==> src/sv/coverage_weighted_halving_macros.svh <==
// ----------------------------------------------------------------------------
// Assertion macros
// Shared concurrent assertion forms, clocked on clk, off during reset.
// ----------------------------------------------------------------------------
`ifndef COVERAGE_WEIGHTED_HALVING_MACROS_SVH
`define COVERAGE_WEIGHTED_HALVING_MACROS_SVH

// same-cycle implication
`define CWH_ASSERT_NOW(label, ante, cons) \
	label: assert property (@(posedge clk) disable iff (!arst_n) (ante) |-> (cons)) \
		else $error("assertion failed");

// next-cycle implication
`define CWH_ASSERT_NEXT(label, ante, cons) \
	label: assert property (@(posedge clk) disable iff (!arst_n) (ante) |=> (cons)) \
		else $error("assertion failed");

`endif

==> src/sv/cwh_pkg.sv <==
// ----------------------------------------------------------------------------
// cwh_pkg
// Types and constants shared by the halving controller and datapath.
// ----------------------------------------------------------------------------
package cwh_pkg;

	localparam int TEXEL_W = 32;
	localparam int CHAN_W  = 8;
	localparam int NCHAN   = 4;
	localparam int DIM_W   = 13;
	localparam int SUM_W   = 18;
	localparam int ASUM_W  = 10;
	localparam int NUM_W   = 19;
	localparam int DEN_W   = 11;
	localparam int REM_W   = 12;
	localparam int QUO_W   = 9;
	localparam int STEP_W  = 4;

	localparam logic [0:0] CFG_WIDTH  = 1'b0;
	localparam logic [0:0] CFG_HEIGHT = 1'b1;

	localparam logic [1:0] CH_ALPHA = 2'd3;
	localparam logic [STEP_W-1:0] LAST_STEP = STEP_W'(QUO_W - 1);

	typedef struct packed {
		logic       accept;
		logic       fetch;
		logic       mul;
		logic       div;
		logic       store;
		logic       load;
		logic [1:0] ch;
	} cmd_t;

	typedef struct packed {
		logic need_out;
		logic out_busy;
	} sts_t;

endpackage

==> src/sv/cwh_ctrl.sv <==
// ----------------------------------------------------------------------------
// cwh_ctrl
// Sequencer: accept, quad fetch, per-channel multiply, divide and store, output load.
// ----------------------------------------------------------------------------
module cwh_ctrl (
	input  logic          clk,
	input  logic          arst_n,
	input  logic          s_tvalid,
	output logic          s_tready,
	input  cwh_pkg::sts_t sts,
	output cwh_pkg::cmd_t cmd
);

	typedef enum logic [2:0] {IDLE, FETCH, MUL, DIV, STORE, LOAD} state_t;

	state_t                      state_q;
	logic [1:0]                  ch_q;
	logic [cwh_pkg::STEP_W-1:0]  step_q;
	logic                        accept;

	assign s_tready = (state_q == IDLE);
	assign accept   = s_tvalid && s_tready;

	always_comb begin
		cmd        = '0;
		cmd.accept = accept;
		cmd.fetch  = (state_q == FETCH);
		cmd.mul    = (state_q == MUL);
		cmd.div    = (state_q == DIV);
		cmd.store  = (state_q == STORE);
		cmd.load   = (state_q == LOAD) && !sts.out_busy;
		cmd.ch     = ch_q;
	end

	always_ff @(posedge clk or negedge arst_n) begin
		if (!arst_n) begin
			state_q <= IDLE;
			ch_q    <= '0;
			step_q  <= '0;
		end else begin
			unique case (state_q)
				IDLE: begin
					if (accept && sts.need_out) begin
						state_q <= FETCH;
						ch_q    <= '0;
					end
				end
				FETCH: state_q <= MUL;
				MUL: begin
					state_q <= DIV;
					step_q  <= '0;
				end
				DIV: begin
					if (step_q == cwh_pkg::LAST_STEP) begin
						state_q <= STORE;
					end else begin
						step_q <= step_q + 1'b1;
					end
				end
				STORE: begin
					if (ch_q == cwh_pkg::CH_ALPHA) begin
						state_q <= LOAD;
					end else begin
						ch_q    <= ch_q + 1'b1;
						state_q <= MUL;
					end
				end
				LOAD: begin
					if (!sts.out_busy) state_q <= IDLE;
				end
				default: state_q <= IDLE;
			endcase
		end
	end

endmodule

==> config.mk <==
export PLATFORM = sky130hd
export DESIGN_NAME = cwh_ctrl
export DESIGN_NICKNAME = d
export VERILOG_FILES = /design/src/sv/coverage_weighted_halving_macros.svh /design/src/sv/cwh_pkg.sv /design/src/sv/cwh_ctrl.sv
export SDC_FILE = /design/constraint.sdc
export NUM_CORES = 1
export LEC_CHECK = 0
export BUFFER_PORTS_ARGS = -buffer_cell sky130_fd_sc_hd__buf_2
export CAP_MARGIN = 30
export CORE_ASPECT_RATIO = 1.25
export CORE_MARGIN = 2
export CORE_UTILIZATION = 34
export CTS_CLUSTER_SIZE = 20
export DETAILED_ROUTE_END_ITERATION = 8
export GPL_ROUTABILITY_DRIVEN = 0
export HOLD_SLACK_MARGIN = 0.08
export PLACE_DENSITY = 0.52
export RECOVER_POWER = 25
export SETUP_SLACK_MARGIN = 0.5
export SLEW_MARGIN = 30
export SYNTH_ARGS = -nofsm -noshare
export SYNTH_HDL_FRONTEND = slang
export SYNTH_SLANG_ARGS = --single-unit
==> constraint.sdc <==
create_clock -name clk -period 1.7 [get_ports clk]
set_clock_uncertainty 0.05 [all_clocks]
set_input_delay 0.085 -clock clk [delete_from_list [all_inputs] [get_ports clk]]
set_output_delay 0.085 -clock clk [all_outputs]
set_load 0.02 [all_outputs]
==> impl_summary.md, run 1 <==
Power
Power comes to approximately 0.0011 W. Dividing total power by cell area gives a power density of 1080 nW/um^2. The leakage power summed over all cells is 0.488 nW. The worst vdd rail ir drop is 639 uV.

Synth
Counting flops and latches in the post-synthesis netlist gives 9. The async set-reset flop share out of synthesis is 1.00. The yosys synthesis warning count is 0.

The top flip-flop cell by instance count after synthesis is dfrtp_1. The synthesized design contains 0 enable-type register cells. Synthesis instantiated 30 different standard cells from the library. The sequential fraction of the synthesis area is 0.375. Synthesis produced 61 cells. Counting every net in the synthesized netlist gives 69.

The mean area per synthesized cell is around 10 sq um. Summing every instance area after synthesis gives between 600 and 700 sq um.

Floorplan
In this run the vertical extent of the chip is ~51 um. The total area inside the core boundary comes to 1720 sq um. In this run the core area contains 17 standard-cell rows. The overall die width is 41.6 um. For this configuration, the core starts out at a cell density of 0.349. The die outline area is around 2100 sq um. The number of ports placed on the die boundary is 14.

Layout
The library cell used most frequently in the layout, excluding fill and tap cells, is buf_4. The layout overhead on the synthesized area is 71.0%. The total number of nets in the final design is 107.

The top cell types in the final layout, fill and taps aside, are buf_4 (17), buf_6 (12), nand2_1 (6). The ratio of cells with drive above 1 in the final layout is 0.612. The number of antenna repair diodes is 0.

Drt
After detailed routing, the total wire length is ~1800 um. After detailed routing, the average wire length per cell comes to around 15 um. Once detail routing completed, the nets flagged for antenna violations numbered 0. After detailed routing, the number of vias per cell comes to about 5.1. The total number of vias is about 600.

The DRC marker count from the first detailed-route iteration is 10. For this run, design rule violations remaining after detail routing come to 0. The first TritonRoute pass finished after 4 iterations.

Timing
The headroom to the max-slew limit is 0.633. The part of the cycle the worst path needs is 0.858. Derived from the worst setup path, the maximum achievable clock frequency is 0.686 GHz.

The hold violation total from the final report is 0. The total negative slack is 0 ns. Setup repair after global routing could not meet its margin everywhere. For the pin with the worst max-slew slack, the measured transition is between 0.5 and 0.6 ns.

The post-route minimum period is approximately 1.5 ns. Setup violations remaining at the end of the flow were counted as 0. The count of final max-slew check failures is 0.

Placement
The number of input and output port buffers inserted is 13. The sum of net half-perimeters after detailed placement is approximately 900 um.

Setup path
The critical path goes through buf_6 > nor3_4 > and2_4 > buf_6. The longest individual stage delay on the worst path is 0.44 ns. The gate family responsible for the most delay along the worst path is flip-flops.

The highest-delay cell along the critical path is dfrtp_2. Data on the critical path is required at its endpoint by 1.56 ns. The critical path runs through a total of 4 cells. The cell type with the highest occurrence count on the critical path is buf_6.

By startpoint and endpoint, the worst setup path is classified as reg2out. The largest fanout on the critical path is 4. The number of cells on the worst reg-to-reg path is 4. The startpoint identified for the worst register-to-register timing path is state_q[1].

Across all register-to-register paths, the minimum setup slack is 0.28 ns. The number of buffers and inverters on the critical path is 2. At the worst endpoint, the arrival time is 1.32 ns. The worst setup path is captured at an output port.

The end of the worst register-to-register path is ch_q[1]. The worst setup path is launched from a register.

CTS
CTS built an H-tree with a depth of 1. Counting along the longest clock path gives a buffer depth of 2. The CTS tree is built. Clock tree synthesis inserted a total of 3 buffers. CTS placed an instance of clkbuf_4 at the clock tree root. The insertion delay of the later-clocked pin in the worst-skew pair is 0.27 ns. The CTS sink count is 9. After clock tree synthesis, the clock-pin slew on the worst setup and hold paths is 0.07 ns.

Global routing
The maximum number of pins on one net before global-route repair is 10. In the global route stage, met2 resource usage came out at 0.313. The initial antenna violation count was 0.

The met3 track demand over resource is 0.0424. For this run, global-route usage on met1 was measured as 0.206. Across every metal layer, demand over resource in global routing totals 0.181. The global-route wire length before repair is 2740 um. The via count of the first global-routing pass is 572. met2 is the most crowded layer. For this run the aggregate overflow at the end of global routing stands at 0.

Worst hold path
The worst min-delay path category is in2reg. The worst hold path stage count is 3. In this run the most critical hold path is launched from sts[0]. For hold timing, the worst endpoint is state_q[0].

Run status
The flow ran to the end, and the final reports show no timing, DRC or antenna violations.

Job
Across the run, the number of max-cap violations was 0.
## synthesized netlist by cell type (2+ instances only)
cell | instances | area (sq um)
a21oi_1 | 2 | 10.0
a22o_1 | 3 | 26.3
buf_2 | 2 | 10.0
buf_4 | 2 | 15.0
dfrtp_1 | 9 | 225
ha_1 | 3 | 37.5
inv_1 | 5 | 18.8
mux2i_1 | 4 | 40.0
nand2_1 | 7 | 26.3
nand2b_1 | 2 | 12.5
nor3b_1 | 2 | 15.0
o211ai_1 | 2 | 15.0
## flip-flops by register name, indices dropped and copies added (netlist names)
signal   flops
step_q       4
ch_q         2
state_q      3
## worst max path at each step
stage               slack (ns)       to        from
floorplan                 0.41   cmd[7]  state_q[2]
finish                    0.24   cmd[7]  state_q[0]
global route              0.18   cmd[7]  state_q[0]
CTS                       0.26   cmd[5]  state_q[2]
detailed placement        0.28  ch_q[1]  state_q[2]
global placement          0.29  ch_q[1]  state_q[2]
## cells by family (layout without fill, tap and decap cells)
family | count (synthesis) | count (layout) | share of synthesized area
AND/OR/NAND/NOR | 21 | 21 | 0.219
multiplexers | 5 | 5 | 0.0854
buffers and inverters | 10 | 47 | 0.0917
adder cells (fa/ha/maj) | 3 | 3 | 0.0625
flip-flops | 9 | 9 | 0.375
XOR/XNOR | 1 | 1 | 0.0146
AO/OA/AOI/OAI | 12 | 12 | 0.152
## what timing repair did
item	4_1_cts	5_1_grt
setup buffers	17	4
resized for setup	24	10
hold buffers	3	0
endpoints found under the setup margin	16	16
pin swaps	5	8
endpoints found under the hold margin	10	0
## cell type report
cell class              instances  area [sq um]
multi-input cells              42           405
flip-flops and latches          9           231
repair buffers                 38           322
well taps                      19          23.8
clock buffers                   4          26.3
inverters                       5          18.8
fillers                       138           696
## layer usage
metal / wire (um) / vias to the layer above / part of all wire
met4: 55 / 0 / 0.031
met5: 0 / - / 0
met3: 45 / 6 / 0.025
li1: - / 288 / -
met2: 928 / 11 / 0.52
met1: 741 / 290 / 0.42
## through the flow
step | instance area, sq um | hold slack (ns) | util | cells | worst slack (ns)
2_1_floorplan | 636 | -0.261 | - | 61 | 0.410
3_3_place_gp | 692 | -0.0886 | 0.402 | 89 | 0.287
3_5_place_dp | 692 | -0.0897 | 0.402 | 89 | 0.281
4_1_cts | 961 | 0.0881 | 0.558 | 113 | 0.263
5_1_grt | 1030 | 0.146 | 0.596 | 117 | 0.180
6_report | 1030 | 0.138 | 0.596 | 117 | 0.242
## tightest hold or removal path, cell delays in order
cell and delay (ns):
buf_2 0.12, nand4b_1 0.09, a32oi_1 0.11
## power breakdown
part,internal [W],switching (W),total (W),leakage (nW)
combinational,0.000369,0.000274,0.000644,0.366
clock,0.0000909,0.0000845,0.000175,0.0150
sequential,0.000249,0.0000428,0.000292,0.106
total,0.000710,0.000401,0.00111,0.488
No activity file was read; power rests on OpenSTA's default activity.
==> run 2: changes to the inputs <==
--- a/config.mk
+++ b/config.mk
@@ -7,16 +7,16 @@
 export LEC_CHECK = 0
 export BUFFER_PORTS_ARGS = -buffer_cell sky130_fd_sc_hd__buf_2
 export CAP_MARGIN = 30
-export CORE_ASPECT_RATIO = 1.25
-export CORE_MARGIN = 2
-export CORE_UTILIZATION = 34
+export CORE_AREA = 2 2 39 41
 export CTS_CLUSTER_SIZE = 20
 export DETAILED_ROUTE_END_ITERATION = 8
+export DIE_AREA = 0 0 41 43
 export GPL_ROUTABILITY_DRIVEN = 0
 export HOLD_SLACK_MARGIN = 0.08
-export PLACE_DENSITY = 0.52
+export PLACE_DENSITY = 0.69
 export RECOVER_POWER = 25
 export SETUP_SLACK_MARGIN = 0.5
+export SKIP_CTS_REPAIR_TIMING = 1
 export SLEW_MARGIN = 30
 export SYNTH_ARGS = -nofsm -noshare
 export SYNTH_HDL_FRONTEND = slang
==> impl_summary.md, run 2 (synthesized netlist as in run 1, its figures left out) <==
Layout
The library cells used most frequently in the layout, excluding fill and tap cells, are buf_4 (12), buf_6 (9), nand2_1 (7). In the final layout, the registers with the most flip-flops are step_q (4), state_q (3), ch_q (2). The area of all placed cells without fillers was 932 sq um (-9.3%).

The number of antenna repair diodes is 0 (unchanged). Leaving out fill and tap cells, the most frequent cell in the layout is buf_4. The register with the most flip-flops is step_q. The ratio of cells with drive above 1 in the final layout was 0.544 (-0.0678). Compared with the post-synthesis result, the final layout area differs by 55.2%. The total number of nets in the final design came to 99 (-7.5%). The flip-flop count of the largest register after layout is 4 (unchanged).

Global routing
The combined global-route utilization of all metal layers is 0.151 (-0.0306). The overflow left after global routing came to 0 (unchanged). The global-route wire length before repair was 1760 um (-36%). The initial antenna violation count is 0 (unchanged).

The maximum number of pins on one net before global-route repair came to 14 (+4). The via count of the first global-routing pass is 415 (-27%).

Drt
The number of vias per cell is 5.37 (+5.6%). The number of nets still failing antenna checks after routing is 0 (unchanged). The detailed-route DRC error count is 0 (unchanged). The amount of wire on met2 after detailed routing is 858 um (-7.5%). The detailed-routing wirelength on met1 came to 614 um (-17%). Signal routing reaches up to met4. The number of iterations in the first detailed-routing pass is 4 (unchanged). The wire length per cell was 15.1 um (-0.47%).

The DRC marker count from the first detailed-route iteration is 4 (-6). The total number of vias came to 569 (-4.4%). The length of routed met3 wiring was 74 um (+64%). The total wire length was 1600 um (-9.8%).

Power
The leakage power summed over all cells was 0.440 nW (-9.7%). The power per unit of standard cell area came to 1090 nW/um^2 (+0.65%). The worst vdd rail ir drop is 750 uV (+17%). The post-route total power came to 0.00101 W (-8.7%).

CTS
The clock tree root driver cell is clkbuf_4. The number of buffers added by the clock tree synthesis step was 3 (unchanged). The insertion delay of the later-clocked pin in the worst-skew pair is 0.26 ns (about the same). The maximum level of the CTS H-tree is 1 (unchanged). The worst-case clock buffer depth is 2 (unchanged). The CTS sink count is 9 (unchanged). The clock input transition at the sequential cells of the worst setup and hold paths is 0.06 ns (about the same). TritonCTS built the clock tree.

Timing
The highest achievable clock rate is 0.697 GHz (+1.6%). The actual transition at the worst max-transition pin came to 0.525 ns (-0.0250 ns). The total negative slack is 0 ns (unchanged).

The post-route minimum period is 1.44 ns (-0.0227 ns). The number of endpoints failing setup at the final stage came to 0 (unchanged). Setup repair after global routing could not meet its margin everywhere. The count of final max-slew check failures is 0 (unchanged). The final worst hold slack is 0.132 ns (-0.00622 ns). The part of the cycle the worst path needs is 0.844 (-0.0133). The headroom to the max-slew limit is 0.650 (+0.0166).

The hold violation total from the final report is 0 (unchanged).

Floorplan
The floorplan die height is 43 um (-16%). The starting density of the core is 0.434 (+0.0854). The row count is 14 (-3). The die outline area came to 1760 sq um (-17%). The number of ports placed on the die boundary is 14 (unchanged). The overall die width is 41 um (-1.4%).

The placeable core region is 1380 sq um (-20%).

Worst hold path
In this run the worst hold path is classified as in2reg.

Setup path
STA classifies the critical path endpoint as an output port. The largest fanout on the critical path is 6 (+2). The classification of the worst setup path is reg2out. The worst setup path is launched from a register.

The critical path arrival came to 1.30 ns (-0.02 ns). The setup slack of the most critical reg-to-reg path was 0.30 ns (+0.02 ns). The data required time at the worst endpoint came to 1.56 ns (about the same).

Run status
The run finished with clean final reports.

Job
The max capacitance violation total was 0 (unchanged).

Placement
The sum of net half-perimeters after detailed placement is 776 um (-14%). The number of input and output port buffers inserted is 13 (unchanged). The instance area at placement was 688 sq um (-0.54%).
[run 2: layout make-up]
cell class                      instances  area, sq um
Inverter                                5         18.8
Sequential cell                         9          231
Fill cell                             111          452
Timing Repair Buffer                   30          250
Tap cell                               16         20.0
Clock buffer                            4         26.3
Multi-Input combinational cell         42          385
[run 2: per-layer routing]
layer	vias up	track usage
met5	-	0
li1	276	-
met2	16	0.222
met1	271	0.188
met4	0	0.0400
met3	6	0.0785
[run 2: where the power goes]
| part | internal (W) | switching [W] |
|---|---|---|
| Clock | 0.0000905 | 0.0000746 |
| Combinational | 0.000307 | 0.000240 |
| Sequential | 0.000250 | 0.0000526 |
[run 2: path summary, 6_finish.rpt]
check,from,cells after the start,end
min in group asynchronous,arst_n,2,step_q[1]
worst min register to register,step_q[0],1,step_q[0]
worst min-delay path,sts[0],3,state_q[0]
worst max register to register,state_q[2],5,step_q[2]
max in group asynchronous,arst_n,2,state_q[1]
worst max-delay path,state_q[2],4,cmd[7]
[run 2: worst max-delay path: stages (launching register included)]
cell and delay (ns):
dfrtp_2 0.45, buf_6 0.14, nor3_4 0.16, and2_4 0.18, buf_6 0.11
[run 2: metrics by stage]
stage,util,setup WS (ns),cells
after global routing,0.674,0.210,106
after detailed placement,0.497,0.285,86
after global placement,0.497,0.325,86
after CTS,0.516,0.0701,90
after floorplan,-,0.410,61
final,0.674,0.265,106
